## config.mk

```make
export PLATFORM = sky130hd
export DESIGN_NAME = triple_box_filter_stream
export DESIGN_NICKNAME = d
export VERILOG_FILES = /design/src/rtl/tbf_pkg.sv /design/src/rtl/tbf_ring.sv /design/src/rtl/tbf_div.sv /design/src/rtl/triple_box_filter_stream.sv
export SDC_FILE = /design/constraint.sdc
export NUM_CORES = 2
export LEC_CHECK = 0
export ABC_AREA = 1
export BUFFER_PORTS_ARGS = -buffer_cell sky130_fd_sc_hd__buf_2
export CORE_ASPECT_RATIO = 0.75
export CORE_MARGIN = 1
export CORE_UTILIZATION = 35
export DETAILED_ROUTE_END_ITERATION = 10
export PLACE_DENSITY = 0.49
export REMOVE_ABC_BUFFERS = 1
export SYNTH_ARGS = -nofsm -noshare
export SYNTH_HDL_FRONTEND = slang
export SYNTH_SLANG_ARGS = --single-unit
```

## constraint.sdc

```tcl
create_clock -name clk -period 15.2 [get_ports clk]
set_input_delay 0 -clock clk [delete_from_list [all_inputs] [get_ports clk]]
set_output_delay 0 -clock clk [all_outputs]
set_load 0.05 [all_outputs]
```

## src/rtl/tbf_pkg.sv

```systemverilog
`timescale 1ns / 1ps
`default_nettype none

package tbf_pkg;

	localparam int SAMPLE_W = 16;

	typedef logic signed [SAMPLE_W-1:0] sample_t;

	// Output clamp limits
	localparam sample_t SAT_MAX = 16'sh7fff;
	localparam sample_t SAT_MIN = 16'sh8000;

endpackage

`default_nettype wire

```

## src/rtl/tbf_ring.sv

```systemverilog
`timescale 1ns / 1ps
`default_nettype none

module tbf_ring #(
	parameter int RADIUS = 3,
	localparam int W = 2 * RADIUS + 1,
	localparam int AW = $clog2(W),
	localparam int T3W = tbf_pkg::SAMPLE_W + 3 * AW
) (
	input  logic                  clk,
	input  logic                  arst_n,
	input  logic                  in_valid,
	output logic                  in_ready,
	input  tbf_pkg::sample_t      sample,
	input  logic                  start_line,
	output logic                  out_valid,
	input  logic                  out_ready,
	output logic signed [T3W-1:0] total_out
);
	import tbf_pkg::*;

	localparam int R1W = SAMPLE_W;
	localparam int R2W = SAMPLE_W + AW;
	localparam int R3W = SAMPLE_W + 2 * AW;
	localparam logic [AW-1:0] LAST_SLOT = AW'(W - 1);

	// One memory word holds the same slot of all three rings
	typedef struct packed {
		logic signed [R3W-1:0] r3;
		logic signed [R2W-1:0] r2;
		logic signed [R1W-1:0] r1;
	} entry_t;

	entry_t                mem_q [W];
	entry_t                rd_data_s1;
	entry_t                old_entry;
	entry_t                new_entry;
	logic [AW-1:0]         slot_q;
	logic [AW-1:0]         rd_addr;
	logic [AW-1:0]         addr_s1;
	logic [W-1:0]          filled_q;
	logic                  v_s1;
	logic                  start_s1;
	sample_t               sample_s1;
	logic                  v_out_q;
	logic                  accept;
	logic                  fire;
	logic signed [R2W-1:0] t1_q;
	logic signed [R3W-1:0] t2_q;
	logic signed [T3W-1:0] t3_q;
	logic signed [R2W-1:0] base1;
	logic signed [R3W-1:0] base2;
	logic signed [T3W-1:0] base3;
	logic signed [R2W-1:0] t1_n;
	logic signed [R3W-1:0] t2_n;
	logic signed [T3W-1:0] t3_n;

	// Handshake: stage one retires when the sum register is free or draining
	assign accept    = in_valid && in_ready;
	assign fire      = v_s1 && (!v_out_q || out_ready);
	assign in_ready  = !v_s1 || fire;
	assign out_valid = v_out_q;
	assign total_out = t3_q;

	// A line start restarts at slot zero
	assign rd_addr = start_line ? '0 : slot_q;

	// Advance the write position per transfer
	always_ff @(posedge clk or negedge arst_n) begin
		if (!arst_n) begin
			slot_q <= '0;
		end else if (accept) begin
			slot_q <= (rd_addr == LAST_SLOT) ? '0 : rd_addr + AW'(1);
		end
	end

	// Stage one valid and item payload
	always_ff @(posedge clk or negedge arst_n) begin
		if (!arst_n) begin
			v_s1 <= 1'b0;
		end else if (in_ready) begin
			v_s1 <= in_valid;
		end
	end

	always_ff @(posedge clk) begin
		if (accept) begin
			sample_s1 <= sample;
			start_s1  <= start_line;
			addr_s1   <= rd_addr;
		end
	end

	// Ring memory: read at transfer, write back when stage one retires
	always_ff @(posedge clk) begin
		if (accept) begin
			rd_data_s1 <= mem_q[rd_addr];
		end
		if (fire) begin
			mem_q[addr_s1] <= new_entry;
		end
	end

	// Entries not written since reset or line start read as zero
	always_comb begin
		if (filled_q[addr_s1] && !start_s1) begin
			old_entry = rd_data_s1;
		end else begin
			old_entry = '0;
		end
		base1 = start_s1 ? '0 : t1_q;
		base2 = start_s1 ? '0 : t2_q;
		base3 = start_s1 ? '0 : t3_q;
		t1_n = base1 + R2W'(sample_s1) - R2W'(old_entry.r1);
		t2_n = base2 + R3W'(t1_n) - R3W'(old_entry.r2);
		t3_n = base3 + T3W'(t2_n) - T3W'(old_entry.r3);
		new_entry.r1 = sample_s1;
		new_entry.r2 = t1_n;
		new_entry.r3 = t2_n;
	end

	// Running sums, fill marks and the result valid
	always_ff @(posedge clk or negedge arst_n) begin
		if (!arst_n) begin
			t1_q     <= '0;
			t2_q     <= '0;
			t3_q     <= '0;
			filled_q <= '0;
			v_out_q  <= 1'b0;
		end else begin
			if (fire) begin
				t1_q     <= t1_n;
				t2_q     <= t2_n;
				t3_q     <= t3_n;
				filled_q <= (start_s1 ? '0 : filled_q) | (W'(1) << addr_s1);
				v_out_q  <= 1'b1;
			end else if (out_ready) begin
				v_out_q  <= 1'b0;
			end
		end
	end

endmodule

`default_nettype wire

```

## src/rtl/tbf_div.sv

```systemverilog
`timescale 1ns / 1ps
`default_nettype none

module tbf_div #(
	parameter int RADIUS = 3,
	localparam int W = 2 * RADIUS + 1,
	localparam int AW = $clog2(W),
	localparam int T3W = tbf_pkg::SAMPLE_W + 3 * AW
) (
	input  logic                  clk,
	input  logic                  arst_n,
	input  logic                  in_valid,
	output logic                  in_ready,
	input  logic signed [T3W-1:0] total,
	output logic                  out_valid,
	input  logic                  out_ready,
	output tbf_pkg::sample_t      smoothed
);
	import tbf_pkg::*;

	localparam int NW = T3W;
	localparam int QW = SAMPLE_W + 1;
	localparam int DEN = W * W * W;
	localparam int HALF = (DEN - 1) / 2;
	localparam logic [63:0] RECIP_FULL = (64'd1 << NW) / 64'(DEN);
	localparam logic [NW-1:0] RECIP = RECIP_FULL[NW-1:0];
	localparam logic [QW-1:0] NEG_LIMIT = QW'(2 ** (SAMPLE_W - 1));
	localparam logic [QW-1:0] POS_LIMIT = NEG_LIMIT - QW'(1);

	logic            v_s1, v_s2, v_s3, v_out_q;
	logic            en1, en2, en3, en_out;
	logic [NW-1:0]   mag;
	logic [NW-1:0]   n_s1, n_s2, n_s3;
	logic            neg_s1, neg_s2, neg_s3;
	logic [2*NW-1:0] prod_s2;
	logic [NW-1:0]   q0_full;
	logic [QW-1:0]   q0_s3;
	logic [NW-1:0]   q0d_s3;
	logic            bump;
	logic [QW-1:0]   q;
	logic [QW-1:0]   q_neg;
	sample_t         res;
	sample_t         smoothed_q;

	// Stage enables: a stage moves when the next one is empty or moving
	assign en_out    = !v_out_q || out_ready;
	assign en3       = !v_s3 || en_out;
	assign en2       = !v_s2 || en3;
	assign en1       = !v_s1 || en2;
	assign in_ready  = en1;
	assign out_valid = v_out_q;
	assign smoothed  = smoothed_q;

	always_ff @(posedge clk or negedge arst_n) begin
		if (!arst_n) begin
			v_s1    <= 1'b0;
			v_s2    <= 1'b0;
			v_s3    <= 1'b0;
			v_out_q <= 1'b0;
		end else begin
			if (en1) v_s1 <= in_valid;
			if (en2) v_s2 <= v_s1;
			if (en3) v_s3 <= v_s2;
			if (en_out) v_out_q <= v_s3;
		end
	end

	// Magnitude plus half the divisor: rounding becomes a floor
	assign mag = total[T3W-1] ? NW'(-total) : NW'(total);

	// Floor of n / DEN by reciprocal, then one correction step
	assign q0_full = prod_s2[2*NW-1:NW];
	assign bump    = ({1'b0, n_s3} >= ({1'b0, q0d_s3} + (NW + 1)'(DEN)));
	assign q       = q0_s3 + QW'(bump);
	assign q_neg   = -q;

	// Restore sign and clamp to the sample range
	always_comb begin
		if (neg_s3) begin
			res = (q > NEG_LIMIT) ? SAT_MIN : signed'(q_neg[SAMPLE_W-1:0]);
		end else begin
			res = (q > POS_LIMIT) ? SAT_MAX : signed'(q[SAMPLE_W-1:0]);
		end
	end

	always_ff @(posedge clk) begin
		if (en1 && in_valid) begin
			n_s1   <= mag + NW'(HALF);
			neg_s1 <= total[T3W-1];
		end
		if (en2 && v_s1) begin
			prod_s2 <= (2 * NW)'(n_s1) * (2 * NW)'(RECIP);
			n_s2    <= n_s1;
			neg_s2  <= neg_s1;
		end
		if (en3 && v_s2) begin
			q0_s3  <= q0_full[QW-1:0];
			q0d_s3 <= NW'(q0_full[QW-1:0]) * NW'(DEN);
			n_s3   <= n_s2;
			neg_s3 <= neg_s2;
		end
		if (en_out && v_s3) begin
			smoothed_q <= res;
		end
	end

endmodule

`default_nettype wire

```

## src/rtl/triple_box_filter_stream.sv

```systemverilog
`timescale 1ns / 1ps
`default_nettype none

// Triple cascaded box filter on a sample stream.
// Slave channel: s_tdata carries one signed sample, s_tuser[0] marks the
// start of a new line; that sample is taken into freshly cleared filters.
// Master channel: m_tdata carries the smoothed sample, one per input sample,
// in order.
// Throughput: one sample per clock unless the master side stalls. Each transfer
// reads one ring slot in the shared ring memory and writes it back when stage
// one retires, and the three running sums close a loop through that slot.
// Pipeline: ring read, ring update, then three stages of the rounded division
// by the window cubed, and the output register.
// Reset: pipeline empty, sums and write position zero, every ring slot marked
// unwritten so it reads as zero. No clearing pass; the block is ready at once.
// Stall: a held result stays on m_tdata; internal bubbles close up first,
// after that s_tready drops until the master side takes a transfer.
module triple_box_filter_stream #(
	parameter int RADIUS = 3
) (
	input  logic        clk,
	input  logic        arst_n,
	input  logic        s_tvalid,
	output logic        s_tready,
	input  logic [15:0] s_tdata,   // [15:0] sample
	input  logic [0:0]  s_tuser,   // [0] start_line
	output logic        m_tvalid,
	input  logic        m_tready,
	output logic [15:0] m_tdata    // [15:0] smoothed
);
	import tbf_pkg::*;

	localparam int W = 2 * RADIUS + 1;
	localparam int AW = $clog2(W);
	localparam int T3W = SAMPLE_W + 3 * AW;

	logic                  sum_valid;
	logic                  sum_ready;
	logic signed [T3W-1:0] sum_total;
	sample_t               smoothed;

	// Ring memory and running sums
	tbf_ring #(
		.RADIUS(RADIUS)
	) u_ring (
		.clk       (clk),
		.arst_n    (arst_n),
		.in_valid  (s_tvalid),
		.in_ready  (s_tready),
		.sample    (signed'(s_tdata)),
		.start_line(s_tuser[0]),
		.out_valid (sum_valid),
		.out_ready (sum_ready),
		.total_out (sum_total)
	);

	// Rounded division and clamp
	tbf_div #(
		.RADIUS(RADIUS)
	) u_div (
		.clk      (clk),
		.arst_n   (arst_n),
		.in_valid (sum_valid),
		.in_ready (sum_ready),
		.total    (sum_total),
		.out_valid(m_tvalid),
		.out_ready(m_tready),
		.smoothed (smoothed)
	);

	assign m_tdata = smoothed;

endmodule

`default_nettype wire

```

==> results.yml <==
run_status:
  status: "complete, no violations"
clocking:
  post_cts_resized: 0
  cts_buffer_depth: 3
  clk_latency_ps: 680
  cts_tree: "done"
  cts_setup_buffers: 0
  cts_hold_buf: 32
  clk_pin_slew_worst_paths_ps: 70
  cts_root_buffer: "clkbuf_16"
  cts_htree_levels: 3
  numCtsBuffers: 78
  cts.sinks: 710
grt:
  grt_overflow_total: 0
  grt.busiest_layer: "met1"
  grt_use_met2_pct: 25.8
  grtUsageTotal_pct: 18.5
  grt_pass1_vias: 30300
  grt_pass1_wl_um: 185000
  met3_usage_pct: 2.46
  use_met1_pct: 30.1
  antenna_found_initial: 0
  grt_start_max_net_pins: 75
sta:
  hold_ws_ps: 43.7
  worst_pin_slew_ps: 1220
  fin_worst_skew_ps: 54.5
  post-route-min-period_ps: 9380
  setup_violations: 0
  layout_setup_ws_ps: 5820
  fmax_ghz: 0.107
  hold_viol: 0
  final.setup.tns_ps: 0
  slew_headroom_pct: 18.8
  rsz0062_at_grt: "false"
  slew_violations: 0
  fin_crit_sh_pct: 61.7
place:
  gp_congestion: 0.885
  port-buffer-count: 38
  place_ws_ps: 6000
  hpwl_um: 80500
setup_path:
  critPathLaunch: "u_ring.start_s1"
  critical_path.endpoint: "u_ring.total_out[22]"
  crit_type: "reg -> reg"
  reg2reg_depth: 32
  arrival_ps: 9890
  cp_data_required_time_ps: 15710
  critical-path-slowest-cell: "edfxtp_1"
  crit_top_cell: "inv_1"
  rr_startpoint: "u_ring.start_s1"
  r2r-end: "u_ring.total_out[22]"
  crit_path_max_fanout: 36
  crit_path_end_kind: "flop"
  critPathLaunchType: "flop"
  slowest_delay_ps: 1160
  ff2ff_setup_slack_ps: 5820
yosys:
  synth_edf_count: 628
  postSynthAreaPerCell_um2: 10.1
  yosys_warnings: 0
  synth_flop_cell: "edfxtp_1"
  synth-seq-cells: 710
  async_reset_ff_share_pct: 11.5
  seq_area_frac_synth_pct: 46.6
  netlist_area_um2: 44900
  synthCells: 4426
  synth.distinct_cells: 53
route:
  wl_per_cell_um: 18.9
  first_pass_iters: 6
  first_iter_violations: 2574
  wl_um: 118000
  drc_errors: 0
  routed-via-count: 30700
  ant_nets: 0
  routed_via_density: 4.93
floorplanning:
  num_rows: 113
  die_area_um2: 130000
  start_util_pct: 35.4
  chipHeight_um: 312
  core_um2: 127000
  boundaryPins: 39
  fp.dieW_um: 415
cells_and_area:
  final_nets: 5124
  multi_input_area_um2: 21100
  regArea_um2: 20900
  utilization_pct: 39.4
  drive_gt1_share_pct: 5.72
  area_delta_synth_final_pct: 11.5
  diodes: 0
  fillers: 12300
worst_hold_path:
  hold_path.class: "in -> reg"
flow_run:
  max_cap_viol_count: 0
==> flip-flops by register name, indices dropped and copies added (netlist names), 3 cells and up <==
name,count
u_ring.filled_q,7
u_div.q0_s3,16
u_ring.mem_q,399
u_ring.addr_s1,3
u_div.n_s1,25
u_div.n_s3,25
u_ring.t1_q,19
u_ring.total_out,25
u_ring.sample_s1,16
u_div.q0d_s3,25
u_div.prod_s2,17
u_ring.t2_q,22
u_div.n_s2,25
u_ring.slot_q,3
u_ring.rd_data_s1,57
u_div.smoothed,16
==> worst max-delay path, delay by kind of cell, from the launching register on <==
| family | cells | cell delay, ps |
|---|---|---|
| buffers and inverters | 7 | 1030 |
| xor gates and xnor gates | 2 | 1280 |
| and+or+nand+nor | 9 | 1010 |
| DFF | 1 | 1160 |
| adders and majority gates | 6 | 2650 |
| AOI/OAI and AO/OA | 8 | 2050 |
==> through the flow <==
step                      cell area [um2]  cells
after floorplan                     44400   4313
after global placement              47000   6054
after detailed placement            47000   6054
after CTS                           50000   6230
after global routing                50000   6230
final                               50000   6230
==> cell type report <==
cell class / instances / share of cell area, %
clock buffer: 99 / 4.08
tap: 1667 / 4.17
timing repair buffer: 106 / 1.59
sequential: 710 / 41.8
inverter: 658 / 4.95
multi-input combinational: 2945 / 42.2
clock inverter: 45 / 1.19
==> placed cells by master, fill, tap and decap left out, types with 37 or more instances in the layout <==
cell type and n:
a21oi_1 124, buf_2 37, buf_4 37, clkbuf_16 78, dfrtp_1 81, edfxtp_1 628, fa_1 267, ha_1 337
inv_1 647, nand2_1 812, nand3_1 289, nand4_1 39, nor2_1 374, o211ai_1 119, o21ai_0 260, xnor2_1 38
xor2_1 92
==> cell families after synthesis <==
family | count (synthesis) | synth area share [%]
AOI/OAI and AO/OA | 592 | 7.72
xor gates and xnor gates | 133 | 2.67
adders and majority gates | 604 | 21.3
buffers and inverters | 771 | 6.55
DFF | 710 | 46.6
and+or+nand+nor | 1616 | 15.1
==> worst min path at each step <==
stage | startpoint | end | slack (ps) | cells after the start
5_1_grt | s_tdata[6] | u_ring.sample_s1[6] | 20 | 2
6_report | s_tdata[0] | u_ring.sample_s1[0] | 40 | 2
4_1_cts | s_tdata[0] | u_ring.sample_s1[0] | 0.4 | 2
3_3_place_gp | arst_n | u_ring.t1_q[12] | 40 | 1
2_1_floorplan | arst_n | u_div.out_valid | -300 | 0
3_5_place_dp | arst_n | u_ring.t1_q[13] | 20 | 1
==> metal layers <==
layer,wire [um],up-vias
li1,-,14900
met1,63100,15000
met2,46700,678
met3,6260,97
met4,1460,0
met5,0,-
==> synth_stat cells (2+ instances only) <==
library cell  count  area [um2]
nand3_1         289        1450
or2_2             5        31.3
and2_1            3        18.8
dfrtp_1          82        2050
a21oi_1         125         626
a21boi_0          6        45.0
xor2_1           92         806
a31oi_1          16         100
edfxtp_1        628       18900
nor2_4            4        45.0
o21bai_1         24         180
ha_1            337        4220
nand3b_1          8        60.1
buf_1             4        15.0
o21a_1            6        45.0
nand4_1          39         244
clkinv_1          2        7.51
o21ai_1           5        25.0
inv_1           652        2450
buf_6             2        22.5
nand3_2           4        40.0
nand2_1         813        3050
o211a_1           2        20.0
a211oi_1          5        37.5
nor2_1          386        1450
a21o_1           17         128
xnor2_1          38         333
a221oi_1          2        17.5
nor4_1            6        37.5
inv_2             4        15.0
o211ai_1        119         893
clkbuf_1         95         357
o31ai_1           2        15.0
nand2_2          13        81.3
buf_2            11        55.1
nor3_1           28         140
nor2_2           11        68.8
o21ai_0         260        1300
fa_1            267        5350
Power is left out: the tool's default activity adds up to more than one toggle a clock period on the data nets, which glitch-free logic cannot reach.
